--- config.mk ---
export PLATFORM = sky130hd
export DESIGN_NAME = tcp_connection_state_engine
export DESIGN_NICKNAME = d
export VERILOG_FILES = /design/src/rtl/tce_pkg.sv /design/src/rtl/tce_front.sv /design/src/rtl/tce_back.sv /design/src/rtl/tcp_connection_state_engine.sv
export SDC_FILE = /design/constraint.sdc
export NUM_CORES = 2
export LEC_CHECK = 0
export BUFFER_PORTS_ARGS = -buffer_cell sky130_fd_sc_hd__buf_2
export CAP_MARGIN = 10
export CORE_MARGIN = 3
export CORE_UTILIZATION = 50
export CTS_BUF_LIST = sky130_fd_sc_hd__clkbuf_4 sky130_fd_sc_hd__clkbuf_8 sky130_fd_sc_hd__clkbuf_16
export CTS_CLUSTER_DIAMETER = 200
export DETAILED_ROUTE_END_ITERATION = 8
export GPL_ROUTABILITY_DRIVEN = 1
export GPL_TIMING_DRIVEN = 0
export PLACE_DENSITY = 0.67
export SLEW_MARGIN = 40
export SYNTH_ARGS = -nofsm -noshare
export SYNTH_HDL_FRONTEND = slang
export SYNTH_SLANG_ARGS = --single-unit
export TNS_END_PERCENT = 100
--- constraint.sdc ---
create_clock -name clk -period 32.5 [get_ports clk]
set_input_delay 1.625 -clock clk [delete_from_list [all_inputs] [get_ports clk]]
set_output_delay 1.625 -clock clk [all_outputs]
set_load 0.01 [all_outputs]
--- src/rtl/tce_pkg.sv ---
// ----------------------------------------------------------------------------
// TCP connection state engine package
// Shared codes, flag constants and item/result records.
// ----------------------------------------------------------------------------
`default_nettype none

package tce_pkg;

  localparam int SLOT_COUNT_DEF = 8;
  localparam int IN_DATA_W      = 160;
  localparam int OUT_DATA_W     = 160;
  localparam int CFG_DATA_W     = 32;

  typedef enum logic [1:0] {
    OP_SEGMENT = 2'd0,
    OP_CONNECT = 2'd1,
    OP_SEND    = 2'd2,
    OP_CLOSE   = 2'd3
  } op_t;

  typedef enum logic [1:0] {
    RK_TRANSMIT = 2'd0,
    RK_OPENED   = 2'd1,
    RK_DATA     = 2'd2,
    RK_REFUSED  = 2'd3
  } rkind_t;

  localparam logic [1:0] REG_LOCAL_ADDRESS = 2'd0;
  localparam logic [1:0] REG_LISTEN_ENABLE = 2'd1;
  localparam logic [1:0] REG_LSN_PORT      = 2'd2;

  localparam logic [7:0] FL_FIN = 8'h01;
  localparam logic [7:0] FL_SYN = 8'h02;
  localparam logic [7:0] FL_PSH = 8'h08;
  localparam logic [7:0] FL_ACK = 8'h10;

  localparam logic [3:0] ST_SYN_SENT   = 4'd2;
  localparam logic [3:0] ST_SYN_RCVD   = 4'd3;
  localparam logic [3:0] ST_ESTAB      = 4'd4;
  localparam logic [3:0] ST_FIN_WAIT_1 = 4'd5;
  localparam logic [3:0] ST_FIN_WAIT_2 = 4'd6;
  localparam logic [3:0] ST_CLOSE_WAIT = 4'd7;
  localparam logic [3:0] ST_LAST_ACK   = 4'd8;
  localparam logic [3:0] ST_CLOSING    = 4'd9;

  localparam logic [31:0] ISS_RESET = 32'd1000;
  localparam logic [31:0] ISS_STEP  = 32'd64000;

  typedef struct packed {
    op_t         opcode;
    logic [31:0] peer_address;
    logic [15:0] peer_port;
    logic [15:0] own_port;
    logic [31:0] seq_number;
    logic [31:0] ack_number;
    logic [7:0]  flag_bits;
    logic [15:0] payload_length;
    logic [2:0]  slot_index;
  } item_t;

  typedef struct packed {
    rkind_t      kind;
    logic [2:0]  slot;
    logic [31:0] peer_address;
    logic [15:0] peer_port;
    logic [15:0] own_port;
    logic [31:0] seq;
    logic [31:0] ack;
    logic [7:0]  flags;
    logic [15:0] length;
  } result_t;

  typedef struct packed {
    logic        listen_enable;
    logic [15:0] lsn_port;
  } listen_cfg_t;

endpackage

`default_nettype wire

--- src/rtl/tce_front.sv ---
// ----------------------------------------------------------------------------
// TCP engine front end
// Accepts input beats, drops bad segments and out-of-range slot commands,
// and queues the rest for the back end in a two-entry queue.
// ----------------------------------------------------------------------------
`default_nettype none

module tce_front #(
  parameter int SLOT_COUNT = tce_pkg::SLOT_COUNT_DEF
) (
  input  wire                            clk,
  input  wire                            rst_n,
  input  wire                            in_tvalid,
  output logic                           in_tready,
  input  wire  [1:0]                     in_tuser,  // opcode
  // peer_address, peer_port, own_port, seq_number, ack_number, flag_bits,
  // payload_length, segment_ok, slot_index, zero pad
  input  wire  [tce_pkg::IN_DATA_W-1:0]  in_tdata,
  output logic                           q_valid,
  input  wire                            q_ready,
  output tce_pkg::item_t                 q_item
);
  import tce_pkg::*;

  item_t       q_mem_r [2];
  logic        wr_ptr_r, rd_ptr_r;
  logic [1:0]  cnt_r;
  item_t       it;
  logic        seg_ok;
  logic        keep;
  logic        push, pop;

  always_comb begin
    it.opcode         = op_t'(in_tuser);
    it.peer_address   = in_tdata[31:0];
    it.peer_port      = in_tdata[47:32];
    it.own_port       = in_tdata[63:48];
    it.seq_number     = in_tdata[95:64];
    it.ack_number     = in_tdata[127:96];
    it.flag_bits      = in_tdata[135:128];
    it.payload_length = in_tdata[151:136];
    it.slot_index     = in_tdata[155:153];
    seg_ok            = in_tdata[152];
    case (it.opcode)
      OP_SEGMENT: keep = seg_ok;
      OP_CONNECT: keep = 1'b1;
      OP_SEND,
      OP_CLOSE:   keep = ({4'd0, it.slot_index} < 7'(SLOT_COUNT));
      default:    keep = 1'b0;
    endcase
  end

  assign in_tready = (cnt_r != 2'd2);
  assign q_valid   = (cnt_r != 2'd0);
  assign q_item    = q_mem_r[rd_ptr_r];
  assign push      = in_tvalid && in_tready && keep;
  assign pop       = q_valid && q_ready;

  always_ff @(posedge clk) begin
    if (!rst_n) begin
      wr_ptr_r <= 1'b0;
      rd_ptr_r <= 1'b0;
      cnt_r    <= 2'd0;
    end else begin
      if (push) wr_ptr_r <= ~wr_ptr_r;
      if (pop) rd_ptr_r <= ~rd_ptr_r;
      cnt_r <= cnt_r + {1'b0, push} - {1'b0, pop};
    end
  end

  always_ff @(posedge clk) begin
    if (push) q_mem_r[wr_ptr_r] <= it;
  end

endmodule

`default_nettype wire

--- src/rtl/tce_back.sv ---
// ----------------------------------------------------------------------------
// TCP engine back end
// Scans the slot table, applies the per-state rules in a read-modify-write
// of one slot and emits the result beats through an output register.
// ----------------------------------------------------------------------------
`default_nettype none

module tce_back #(
  parameter int SLOT_COUNT = tce_pkg::SLOT_COUNT_DEF
) (
  input  wire                             clk,
  input  wire                             rst_n,
  input  wire                             q_valid,
  output logic                            q_ready,
  input  tce_pkg::item_t                  q_item,
  input  tce_pkg::listen_cfg_t            lcfg,
  output logic                            out_tvalid,
  input  wire                             out_tready,
  output logic [1:0]                      out_tuser,  // result_kind
  // result_slot, out_peer_address, out_peer_port, out_own_port, out_seq,
  // out_ack, out_flags, out_length, zero pad
  output logic [tce_pkg::OUT_DATA_W-1:0]  out_tdata,
  output logic                            out_tlast
);
  import tce_pkg::*;

  localparam int SW = (SLOT_COUNT > 1) ? $clog2(SLOT_COUNT) : 1;

  typedef struct packed {
    logic [3:0]  state;
    logic [15:0] own_port;
    logic [31:0] peer_address;
    logic [15:0] peer_port;
    logic [31:0] snd_nxt;
    logic [31:0] rcv_nxt;
  } slot_rec_t;

  typedef enum logic [3:0] {
    S_IDLE  = 4'b0001,
    S_CHECK = 4'b0010,
    S_EXEC  = 4'b0100,
    S_EMIT  = 4'b1000
  } bstate_t;

  function automatic result_t mk(rkind_t k, logic [2:0] s, logic [31:0] a,
                                 logic [15:0] pp, logic [15:0] op, logic [31:0] sq,
                                 logic [31:0] ak, logic [7:0] f, logic [15:0] l);
    result_t r;
    r.kind = k; r.slot = s; r.peer_address = a; r.peer_port = pp; r.own_port = op;
    r.seq = sq; r.ack = ak; r.flags = f; r.length = l;
    return r;
  endfunction

  slot_rec_t             mem [SLOT_COUNT];
  slot_rec_t             mem_q;
  slot_rec_t             d;
  bstate_t               st_r, st_nxt;
  item_t                 item_r, item_nxt;
  logic [SW-1:0]         scan_r, scan_nxt;
  logic                  direct_r, direct_nxt;
  logic                  matched_r, matched_nxt;
  logic [SLOT_COUNT-1:0] in_use_r, in_use_nxt;
  logic [31:0]           isc_r;
  result_t               res_r [3];
  result_t               res_nxt [3];
  logic [1:0]            cnt_r, cnt_nxt;
  logic [1:0]            k_r;
  result_t               out_r;
  logic                  out_valid_r, out_last_r;
  logic                  push, emit_last;
  logic                  hit;
  logic                  wr_en, set_use, clr_use, isc_adv;
  logic [SW-1:0]         wr_idx;
  slot_rec_t             wr_rec;
  logic                  free_found;
  logic [SW-1:0]         free_idx;
  logic                  f_ack, f_syn, f_fin, ackok, c1, c2, fin_eq;
  logic [31:0]           sum, rcv1, rcv2, rcv_inc;
  logic [2:0]            s3;

  assign d = mem_q;

  always_ff @(posedge clk) begin
    if (wr_en) mem[wr_idx] <= wr_rec;
    mem_q <= mem[scan_nxt];
  end

  always_comb begin
    free_found = 1'b0;
    free_idx   = '0;
    for (int i = SLOT_COUNT - 1; i >= 0; i--) begin
      if (!in_use_r[i]) begin
        free_found = 1'b1;
        free_idx   = SW'(i);
      end
    end
  end

  assign hit = in_use_r[scan_r] && d.peer_address == item_r.peer_address &&
               d.peer_port == item_r.peer_port && d.own_port == item_r.own_port;

  assign q_ready = (st_r == S_IDLE);

  always_comb begin
    st_nxt      = st_r;
    item_nxt    = item_r;
    scan_nxt    = scan_r;
    direct_nxt  = direct_r;
    matched_nxt = matched_r;
    case (st_r)
      S_IDLE: begin
        if (q_valid) begin
          item_nxt = q_item;
          case (q_item.opcode)
            OP_SEGMENT: begin
              scan_nxt   = '0;
              direct_nxt = 1'b0;
              st_nxt     = S_CHECK;
            end
            OP_CONNECT: st_nxt = S_EXEC;
            default: begin
              if (in_use_r[SW'(q_item.slot_index)]) begin
                scan_nxt   = SW'(q_item.slot_index);
                direct_nxt = 1'b1;
                st_nxt     = S_CHECK;
              end
            end
          endcase
        end
      end
      S_CHECK: begin
        if (direct_r || hit) begin
          matched_nxt = 1'b1;
          st_nxt      = S_EXEC;
        end else if (scan_r == SW'(SLOT_COUNT - 1)) begin
          matched_nxt = 1'b0;
          st_nxt      = S_EXEC;
        end else begin
          scan_nxt = scan_r + SW'(1);
        end
      end
      S_EXEC: st_nxt = (cnt_nxt != 2'd0) ? S_EMIT : S_IDLE;
      S_EMIT: if (push && emit_last) st_nxt = S_IDLE;
      default: st_nxt = S_IDLE;
    endcase
  end

  // per-state rules
  always_comb begin
    f_ack   = (item_r.flag_bits & FL_ACK) != 8'd0;
    f_syn   = (item_r.flag_bits & FL_SYN) != 8'd0;
    f_fin   = (item_r.flag_bits & FL_FIN) != 8'd0;
    ackok   = f_ack && (item_r.ack_number == d.snd_nxt);
    sum     = item_r.seq_number + 32'(item_r.payload_length);
    c1      = (item_r.payload_length != 16'd0) && (item_r.seq_number == d.rcv_nxt);
    c2      = f_fin && (c1 || (sum == d.rcv_nxt));
    rcv1    = c1 ? sum : d.rcv_nxt;
    rcv2    = rcv1 + 32'd1;
    fin_eq  = f_fin && (item_r.seq_number == d.rcv_nxt);
    rcv_inc = d.rcv_nxt + 32'd1;
    s3      = 3'(scan_r);
    wr_en   = 1'b0;
    wr_idx  = scan_r;
    wr_rec  = d;
    set_use = 1'b0;
    clr_use = 1'b0;
    isc_adv = 1'b0;
    cnt_nxt = 2'd0;
    for (int j = 0; j < 3; j++) res_nxt[j] = '0;
    if (st_r == S_EXEC) begin
      case (item_r.opcode)
        OP_CONNECT: begin
          if (!free_found) begin
            res_nxt[0] = mk(RK_REFUSED, 3'd0, item_r.peer_address, item_r.peer_port,
                            item_r.own_port, 32'd0, 32'd0, 8'd0, 16'd0);
          end else begin
            wr_en   = 1'b1;
            wr_idx  = free_idx;
            wr_rec  = '{ST_SYN_SENT, item_r.own_port, item_r.peer_address,
                        item_r.peer_port, isc_r + 32'd1, 32'd0};
            set_use = 1'b1;
            isc_adv = 1'b1;
            res_nxt[0] = mk(RK_TRANSMIT, 3'(free_idx), item_r.peer_address,
                            item_r.peer_port, item_r.own_port, isc_r, 32'd0,
                            FL_SYN, 16'd0);
          end
          cnt_nxt = 2'd1;
        end
        OP_SEGMENT: begin
          if (!matched_r) begin
            if (f_syn && !f_ack && lcfg.listen_enable &&
                item_r.own_port == lcfg.lsn_port && free_found) begin
              wr_en   = 1'b1;
              wr_idx  = free_idx;
              wr_rec  = '{ST_SYN_RCVD, item_r.own_port, item_r.peer_address,
                          item_r.peer_port, isc_r + 32'd1, item_r.seq_number + 32'd1};
              set_use = 1'b1;
              isc_adv = 1'b1;
              res_nxt[0] = mk(RK_TRANSMIT, 3'(free_idx), item_r.peer_address,
                              item_r.peer_port, item_r.own_port, isc_r,
                              item_r.seq_number + 32'd1, FL_SYN | FL_ACK, 16'd0);
              cnt_nxt = 2'd1;
            end
          end else begin
            wr_en = 1'b1;
            case (d.state)
              ST_SYN_SENT: begin
                if (f_syn && ackok) begin
                  wr_rec.rcv_nxt = item_r.seq_number + 32'd1;
                  wr_rec.state   = ST_ESTAB;
                  res_nxt[0] = mk(RK_TRANSMIT, s3, d.peer_address, d.peer_port,
                                  d.own_port, d.snd_nxt, item_r.seq_number + 32'd1,
                                  FL_ACK, 16'd0);
                  res_nxt[1] = mk(RK_OPENED, s3, d.peer_address, d.peer_port,
                                  d.own_port, 32'd0, 32'd0, 8'd0, 16'd0);
                  cnt_nxt = 2'd2;
                end
              end
              ST_SYN_RCVD: begin
                if (ackok) begin
                  wr_rec.state = ST_ESTAB;
                  res_nxt[0] = mk(RK_OPENED, s3, d.peer_address, d.peer_port,
                                  d.own_port, 32'd0, 32'd0, 8'd0, 16'd0);
                  cnt_nxt = 2'd1;
                end
              end
              ST_ESTAB: begin
                wr_rec.rcv_nxt = c2 ? rcv2 : rcv1;
                if (c1) begin
                  res_nxt[cnt_nxt] = mk(RK_TRANSMIT, s3, d.peer_address, d.peer_port,
                                        d.own_port, d.snd_nxt, rcv1, FL_ACK, 16'd0);
                  cnt_nxt = cnt_nxt + 2'd1;
                  res_nxt[cnt_nxt] = mk(RK_DATA, s3, d.peer_address, d.peer_port,
                                        d.own_port, 32'd0, 32'd0, 8'd0,
                                        item_r.payload_length);
                  cnt_nxt = cnt_nxt + 2'd1;
                end
                if (c2) begin
                  wr_rec.state = ST_CLOSE_WAIT;
                  res_nxt[cnt_nxt] = mk(RK_TRANSMIT, s3, d.peer_address, d.peer_port,
                                        d.own_port, d.snd_nxt, rcv2, FL_ACK, 16'd0);
                  cnt_nxt = cnt_nxt + 2'd1;
                end
              end
              ST_FIN_WAIT_1: begin
                if (ackok) wr_rec.state = ST_FIN_WAIT_2;
                if (fin_eq) begin
                  wr_rec.rcv_nxt = rcv_inc;
                  res_nxt[0] = mk(RK_TRANSMIT, s3, d.peer_address, d.peer_port,
                                  d.own_port, d.snd_nxt, rcv_inc, FL_ACK, 16'd0);
                  cnt_nxt = 2'd1;
                  if (ackok) clr_use = 1'b1;
                  else wr_rec.state = ST_CLOSING;
                end
              end
              ST_FIN_WAIT_2: begin
                if (fin_eq) begin
                  wr_rec.rcv_nxt = rcv_inc;
                  res_nxt[0] = mk(RK_TRANSMIT, s3, d.peer_address, d.peer_port,
                                  d.own_port, d.snd_nxt, rcv_inc, FL_ACK, 16'd0);
                  cnt_nxt = 2'd1;
                  clr_use = 1'b1;
                end
              end
              ST_CLOSING,
              ST_LAST_ACK: if (ackok) clr_use = 1'b1;
              default: wr_en = 1'b0;
            endcase
          end
        end
        OP_SEND: begin
          if (d.state == ST_ESTAB || d.state == ST_CLOSE_WAIT) begin
            wr_en          = 1'b1;
            wr_rec.snd_nxt = d.snd_nxt + 32'(item_r.payload_length);
            res_nxt[0] = mk(RK_TRANSMIT, s3, d.peer_address, d.peer_port, d.own_port,
                            d.snd_nxt, d.rcv_nxt, FL_PSH | FL_ACK, item_r.payload_length);
            cnt_nxt = 2'd1;
          end
        end
        default: begin
          if (d.state == ST_ESTAB || d.state == ST_CLOSE_WAIT) begin
            wr_en          = 1'b1;
            wr_rec.snd_nxt = d.snd_nxt + 32'd1;
            wr_rec.state   = (d.state == ST_ESTAB) ? ST_FIN_WAIT_1 : ST_LAST_ACK;
            res_nxt[0] = mk(RK_TRANSMIT, s3, d.peer_address, d.peer_port, d.own_port,
                            d.snd_nxt, d.rcv_nxt, FL_FIN | FL_ACK, 16'd0);
            cnt_nxt = 2'd1;
          end
        end
      endcase
    end
  end

  always_comb begin
    in_use_nxt = in_use_r;
    if (set_use) in_use_nxt[wr_idx] = 1'b1;
    if (clr_use) in_use_nxt[scan_r] = 1'b0;
  end

  assign push      = (st_r == S_EMIT) && (!out_valid_r || out_tready);
  assign emit_last = (k_r == cnt_r - 2'd1);

  always_ff @(posedge clk) begin
    if (!rst_n) begin
      st_r        <= S_IDLE;
      in_use_r    <= '0;
      isc_r       <= ISS_RESET;
      out_valid_r <= 1'b0;
      cnt_r       <= 2'd0;
      k_r         <= 2'd0;
    end else begin
      st_r     <= st_nxt;
      in_use_r <= in_use_nxt;
      if (isc_adv) isc_r <= isc_r + ISS_STEP;
      if (st_r == S_EXEC) begin
        cnt_r <= cnt_nxt;
        k_r   <= 2'd0;
      end else if (push) begin
        k_r <= k_r + 2'd1;
      end
      if (push) out_valid_r <= 1'b1;
      else if (out_tready) out_valid_r <= 1'b0;
    end
  end

  always_ff @(posedge clk) begin
    item_r    <= item_nxt;
    scan_r    <= scan_nxt;
    direct_r  <= direct_nxt;
    matched_r <= matched_nxt;
    if (st_r == S_EXEC) begin
      for (int j = 0; j < 3; j++) res_r[j] <= res_nxt[j];
    end
    if (push) begin
      out_r      <= res_r[k_r];
      out_last_r <= emit_last;
    end
  end

  assign out_tvalid = out_valid_r;
  assign out_tuser  = out_r.kind;
  assign out_tlast  = out_last_r;
  assign out_tdata  = {5'd0, out_r.length, out_r.flags, out_r.ack, out_r.seq,
                       out_r.own_port, out_r.peer_port, out_r.peer_address, out_r.slot};

  a_emit_has_results: assert property (@(posedge clk) disable iff (!rst_n)
    (st_r == S_EMIT) |-> (cnt_r != 2'd0))
    else $error("emit state with no pending results");

  a_exec_one_cycle: assert property (@(posedge clk) disable iff (!rst_n)
    (st_r == S_EXEC) |=> (st_r == S_EMIT || st_r == S_IDLE))
    else $error("exec did not finish in one cycle");

  a_push_in_emit: assert property (@(posedge clk) disable iff (!rst_n)
    push |-> (k_r < cnt_r))
    else $error("result index past result count");

  a_take_slot: assert property (@(posedge clk) disable iff (!rst_n)
    set_use |=> ($countones(in_use_r) == $past($countones(in_use_r)) + 1))
    else $error("slot allocation did not mark exactly one slot");

endmodule

`default_nettype wire

--- src/rtl/tcp_connection_state_engine.sv ---
// ----------------------------------------------------------------------------
// TCP connection state engine
// A segment is dequeued, the slot table is scanned until a match or the last
// slot (one slot-table read per cycle), the slot is updated and the results are
// emitted one per cycle while the receiver is ready. Connect skips the scan; send
// and close read their slot directly. A new item is taken after the last result.
// Reset (rst_n, synchronous): all slots free, sequence clock 1000, listen off.
// ----------------------------------------------------------------------------
`default_nettype none

module tcp_connection_state_engine #(
  parameter int SLOT_COUNT = tce_pkg::SLOT_COUNT_DEF
) (
  input  wire                              clk,
  input  wire                              rst_n,
  input  wire                              in_tvalid,
  output logic                             in_tready,
  input  wire  [1:0]                       in_tuser,  // opcode
  // peer_address, peer_port, own_port, seq_number, ack_number, flag_bits,
  // payload_length, segment_ok, slot_index, zero pad
  input  wire  [tce_pkg::IN_DATA_W-1:0]    in_tdata,
  output logic                             out_tvalid,
  input  wire                              out_tready,
  output logic [1:0]                       out_tuser,  // result_kind
  // result_slot, out_peer_address, out_peer_port, out_own_port, out_seq,
  // out_ack, out_flags, out_length, zero pad
  output logic [tce_pkg::OUT_DATA_W-1:0]   out_tdata,
  output logic                             out_tlast,
  input  wire                              cfg_wr_en,
  input  wire  [1:0]                       cfg_index,
  input  wire  [tce_pkg::CFG_DATA_W-1:0]   cfg_wr_data
);
  import tce_pkg::*;

  logic        listen_enable_r;
  logic [15:0] lsn_port_r;
  listen_cfg_t lcfg;
  logic        q_valid, q_ready;
  item_t       q_item;

  always_ff @(posedge clk) begin
    if (!rst_n) begin
      listen_enable_r <= 1'b0;
      lsn_port_r      <= 16'd0;
    end else if (cfg_wr_en) begin
      case (cfg_index)
        REG_LISTEN_ENABLE: listen_enable_r <= cfg_wr_data[0];
        REG_LSN_PORT:      lsn_port_r      <= cfg_wr_data[15:0];
        // own address is not stored here; writes to it have no effect
        REG_LOCAL_ADDRESS: begin
        end
        default: begin
        end
      endcase
    end
  end

  assign lcfg.listen_enable = listen_enable_r;
  assign lcfg.lsn_port      = lsn_port_r;

  tce_front #(.SLOT_COUNT(SLOT_COUNT)) u_front (
    .clk       (clk),
    .rst_n     (rst_n),
    .in_tvalid (in_tvalid),
    .in_tready (in_tready),
    .in_tuser  (in_tuser),
    .in_tdata  (in_tdata),
    .q_valid   (q_valid),
    .q_ready   (q_ready),
    .q_item    (q_item)
  );

  tce_back #(.SLOT_COUNT(SLOT_COUNT)) u_back (
    .clk        (clk),
    .rst_n      (rst_n),
    .q_valid    (q_valid),
    .q_ready    (q_ready),
    .q_item     (q_item),
    .lcfg       (lcfg),
    .out_tvalid (out_tvalid),
    .out_tready (out_tready),
    .out_tuser  (out_tuser),
    .out_tdata  (out_tdata),
    .out_tlast  (out_tlast)
  );

endmodule

`default_nettype wire

* Yosys cells after proc, flatten, opt, wreduce, memory -nomap -nowiden
Memories as Yosys holds them, arrays and structs flattened. A register that Yosys moved wholly into a read port is not among the register bits. Cells that the tools add are included.
Storage, ports and cells: bits of input ports 201, register bits 227, memories kept 3, RAM bits 1841
Memories:
- u_back.mem | depth 8, bits a word 132, read ports 1, clocked after memory_dff 1, wr ports 1, RTL line tce_back.sv:54 | slot_rec_t mem [SLOT_COUNT];
- u_back.res_r | depth 3, bits a word 157, read ports 1, clocked after memory_dff 1, wr ports 3, RTL line tce_back.sv:64 | result_t res_r [3];
- u_front.q_mem_r | depth 2, bits a word 157, read ports 1, clocked after memory_dff 1, wr ports 1, RTL line tce_front.sv:25 | item_t q_mem_r [2];
Operators by class: add/subtract/negate cells 14, reductions and logical operators 46, bitwise gates (word level) 8, equality and inequality tests 34, multiplexer cells 141, magnitude comparators 7
Operators with widths (count):
- two-way mux 314 bit | 6
- two-way mux 471 bit | 2
- two-way mux 157 bit | 4
- one-hot mux 157 bit (4 select lines) | 1
- two-way mux 312 bit | 2
- two-way mux 155 bit | 4
- bitwise mux 471 bit | 1
- one-hot mux 157 bit (3 select lines) | 1
- two-way mux 132 bit | 3
- demux 157 bit (select 2 bit) | 1
- one-hot mux 157 bit (2 select lines) | 1
- two-way mux 32 bit | 7
- one-hot mux 32 bit (3 select lines) | 2
- adder 32 x 1 -> 32 bit (second input constant) | 5
- two-way mux 156 bit | 1
- equality test 32 bit | 4
- one-hot mux 64 bit (2 select lines) | 1
- two-way mux 96 bit | 1
- adder 32 x 16 -> 32 bit | 2
- one-hot mux 32 bit (2 select lines) | 1
- two-way mux 4 bit | 15
- equality test 16 bit | 3
- two-way mux 3 bit | 16
- two-way mux 1 bit | 42
- 50 further kinds | 124

* Depth between registers and ports, before layout
depth in word-level cells 21, gate-level depth with buffers 22, depth with buffers taken out 15

* Hierarchy
A second synthesis with hierarchy kept.
Second synthesis, totals: cells, all modules 7326, area total of the unflattened synthesis 98184.2 µm²
By module, submodules not included:
- tce_back | times used 1, cells an instance 6736, sequential area each 55483.2 µm², area each 85871.1 µm²
- tce_front | times used 1, cells an instance 515, sequential area each 9529.1 µm², area each 11612.4 µm²
- tcp_connection_state_engine | times used 1, cells an instance 75, sequential area each 340.3 µm², area each 700.7 µm²

* Worst setup path before layout
No wires, ideal clock.
path type reg-to-reg, start register u_back.st_r[3], end memory u_back.mem[0][32] in the netlist's numbering (data pin), clock period less this slack 14307 ps, data arrival time 13368 ps, path buffers 2, setup slack 18193 ps, library setup time 939 ps, stages on the path, launching flop included 7, cells stage by stage dfxtp_1 nor2_1 nand3b_1 inv_1 clkbuf_1 clkbuf_1 o21ai_0
RTL lines:
- from (decl) | RTL line tce_back.sv:57 | bstate_t st_r, st_nxt;
- from (signal assigned) | RTL line tce_back.sv:312 | st_r <= st_nxt;
- to (decl) | RTL line tce_back.sv:54

==> impl_results.md <==
- CTS tree: built
- Gr usage total: 0.3059
- Vias in the first global route: 61,454
- Overall power: 9.980 mW
- Synth async-reset ratio: 0
- RSZ-0062 raised after global routing: no
- Hold path startpoint: lsn_port_r[0]
- Worst EP arrival: 8400 ps
- Most common cell after layout, fill and taps aside: edfxtp_1
- CTS Root Cell: clkbuf_16
- Hold Buf Count CTS: 0
- Worst hold path type: register to register
- Post-CTS setup buffer count: 0
- Global placement routability congestion: about 1
- Clk_skew: just under 90 ps
- DP HPWL: approximately 230,000 um
- I/O Buffers: 331
- Commonest cells after routing, fill and taps aside: edfxtp_1 (2,035), nand2_1 (707), mux2_2 (430)
- Crit path max-delay cell type: o21ai_0
- Htree depth: 4
- Layout Cells excl Fill: 10,524
- Sw frac: 0.3859
- Worst skew pair latency: 890 ps
- Syn avg cell area: 13.59 sq um
- Final #Nets: 8,070
- First-pass GRT wire length: 437,600 um
- Vias: about 64,000
- Reg2reg path depth: 21
- Post-route ant nets: 0
- Reg2reg end: u_back.mem[6][24]
- Fraction of layout cells with a size suffix above 1: 0.1878
- Synthesized area: 96,900 sq um
- Net switching power: 3.851 mW
- Final TNS setup: 0 ps
- Outcome: finished clean
- Largest net degree at the start of global routing: 84
- Worst Tran Pin Value: 957.3 ps
- CP Capture Type: register
- Routed WL: 310,100 um
- # rows: 160
- Peak VDD IR: around 0.068 mV
- CP required: 33,020 ps
- Initial antenna violation count: 10
- CTS Buffer Depth: 3
- Clock sinks: 2,232
- Max_cap viols: 0
- Post-cts sizing count: 0
- Total CTS buffers: approximately 220
- Final clock period utilization by the worst path: 0.2427
- PnR worst setup slack: 24,610 ps
- DRC violation count after routing: 0
- Worst hold endpoint: lsn_port_r[0]
- Combinational fraction of design power: 0.341
- Initial Util: 0.5063
- Minimum clock period: roughly 7900 ps
- Initial DRC Count: 7,538
- I/O Pins: roughly 370
- Clock transition at path regs: 60 ps
- Crit Path Class: register to register
- Worst Hold Depth: 2
- Sequential power share: 0.402
- Worst r2r src: u_back.d[18]
- Synth Flop Type: edfxtp_1
- P_leak: 39.52 nW
- Die H: between 400 and 500 um
- Die Wd: 446.2 um
- CP startpoint: u_back.d[18]
- Max incr delay on CP: 690 ps
- Yosys warns: 0
- Reg2reg setup slack: 24,610 ps
- EDFF count, synth: 2,035
- Register area share after synthesis: 0.6713
- Yosys reg bits: around 2,200
- Wire length per cell: 29.46 um
- Final Hold Slack: approximately 480 ps
- Overflow after GRT: 0
- Area growth from synthesis to layout: 15.96%
- Via-to-Cell Ratio: 6.035
- Critical-path cell list: clkbuf_1 > xor2_1 > nor4_1 > nand4_1 > or3_1 > buf_2 > clkbuf_2 > buf_2 > buf_1 > clkbuf_1 > a21o_1 > ha_1 > buf_1 > nand4_1 > or4_1 > a21oi_1 > nand3b_1 > nor4_1 > xnor2_1 > a21oi_1 > o21ai_0
- Clock Power Share: 0.256
- Rel. slew slack: 0.3594
- Pre-CTS WS: 24,860 ps
- Drt pass-1 iters: 8
- Core area: 191,400 sq um
- Final Setup Violations: 0
- Die area: 199,100 sq um
- Fin. Hold Viols: 0
- Max-slew violation total from the final report: 0
- Distinct cells, synth: 103
- Max Fanout on Critical Path: 10
- Pwr/cell area: approximately 89 nW/um^2
- Post-Place Cells: 10,113
- Cells after Synth: approximately 7,100
- Internal: 6.129 mW
- Crit path launch type: register
- F_max: ~0.13 GHz
-- worst max path at each step --
stage,end,slack (ps),cells after the start
2_1_floorplan,u_back.mem[0][32],18190,6
3_3_place_gp,u_back.mem[2][32],10670,6
3_5_place_dp,u_back.mem[2][24],24860,21
4_1_cts,u_back.mem[1][24],24800,21
5_1_grt,u_back.mem[2][24],24260,21
6_report,u_back.mem[6][24],24610,21
-- state kept, by name, summed over array words and instances, names as in the netlist, 2 cells and up, named ones only --
register / count
u_back.mem: 1056
u_back.res_r: 370
u_front.q_mem_r: 304
u_back.out_tdata: 151
u_back.item_r: 146
u_back.d: 132
u_back.isc_r: 23
lsn_port_r: 16
u_back.in_use_r: 8
u_back.st_r: 4
u_back.s3: 3
u_back.cnt_r: 2
u_back.k_r: 2
u_back.out_tuser: 2
u_front.cnt_r: 2
-- metrics by stage --
| step | utilization | instance area [sq um] |
|---|---|---|
| 5_1_grt | 0.5871 | 112400 |
| 4_1_cts | 0.5863 | 112200 |
| 2_1_floorplan | - | 96930 |
| 6_report | 0.5871 | 112400 |
| 3_3_place_gp | 0.5316 | 101700 |
| 3_5_place_dp | 0.5478 | 104800 |
-- synthesized netlist by cell type, types with 22 or more instances --
cell type,instances,share of area
edfxtp_1,2035,0.63
nand2_1,707,0.027
mux2_2,430,0.050
nor2_1,408,0.016
o21ai_0,385,0.020
clkbuf_1,382,0.015
mux2i_1,376,0.039
a21oi_1,334,0.017
xnor2_1,222,0.020
and2_1,212,0.014
dfxtp_1,197,0.041
o211ai_1,152,0.012
a22o_1,147,0.013
xor2_1,134,0.012
nand3_1,82,0.0042
nand4_1,73,0.0047
and3_1,66,0.0043
nor3_1,51,0.0026
inv_1,46,0.0018
ha_1,43,0.0056
nor4_1,43,0.0028
buf_1,40,0.0015
a22oi_1,39,0.0030
buf_2,36,0.0019
a21boi_0,31,0.0024
a31oi_1,31,0.0020
o22ai_1,23,0.0015
a221oi_1,22,0.0020
-- critical path: cells and delay by family (launching register included) --
kind | cells | cell delay, ps
DFF | 1 | 310
AOI/OAI and AO/OA | 4 | 1420
adders and majority gates | 1 | 170
xor gates and xnor gates | 2 | 540
and+or+nand+nor | 7 | 1860
buffers and inverters | 7 | 3250
-- power groups by stage --
stage / sequential [mW] / combinational, mW / clock [mW]
final: 4.02 / 3.41 / 2.56
after global routing: 4.03 / 3.60 / 2.72
after CTS: 4.01 / 3.33 / 2.59
after detailed placement: 4.06 / 3.31 / 0
after global placement: 4.15 / 3.18 / 0
after floorplan: 3.91 / 1.95 / 0
-- metal layers --
metal  GRT usage  vias up  share of wire
met4      0.1411        4          0.053
met5           0        -       0.000052
met2      0.4822     3229           0.46
met1      0.4152    31446           0.40
li1            -    28207              -
met3     0.05418      624          0.084
-- area by class of cell --
cell class / instances / area [sq um]
antenna: 5 / 12.51
buffer: 475 / 1999
clock buffer: 287 / 6116
clock inverter: 117 / 1265
fill: 14914 / 79020
inverter: 49 / 191.4
multi-input combinational: 4383 / 30140
sequential: 2232 / 65050
tap: 2511 / 3142
timing repair buffer: 465 / 4453
-- cells by family after synthesis --
group,after synthesis,share of synthesized area
other cells,1,0.00003870
mux,809,0.08939
compound gates,1392,0.09307
buf+inv,524,0.02159
fa+ha+maj,45,0.005965
flops,2232,0.6713
simple gates,1766,0.08506
xor+xnor,362,0.03357
Power figures use the tool's default switching activity.
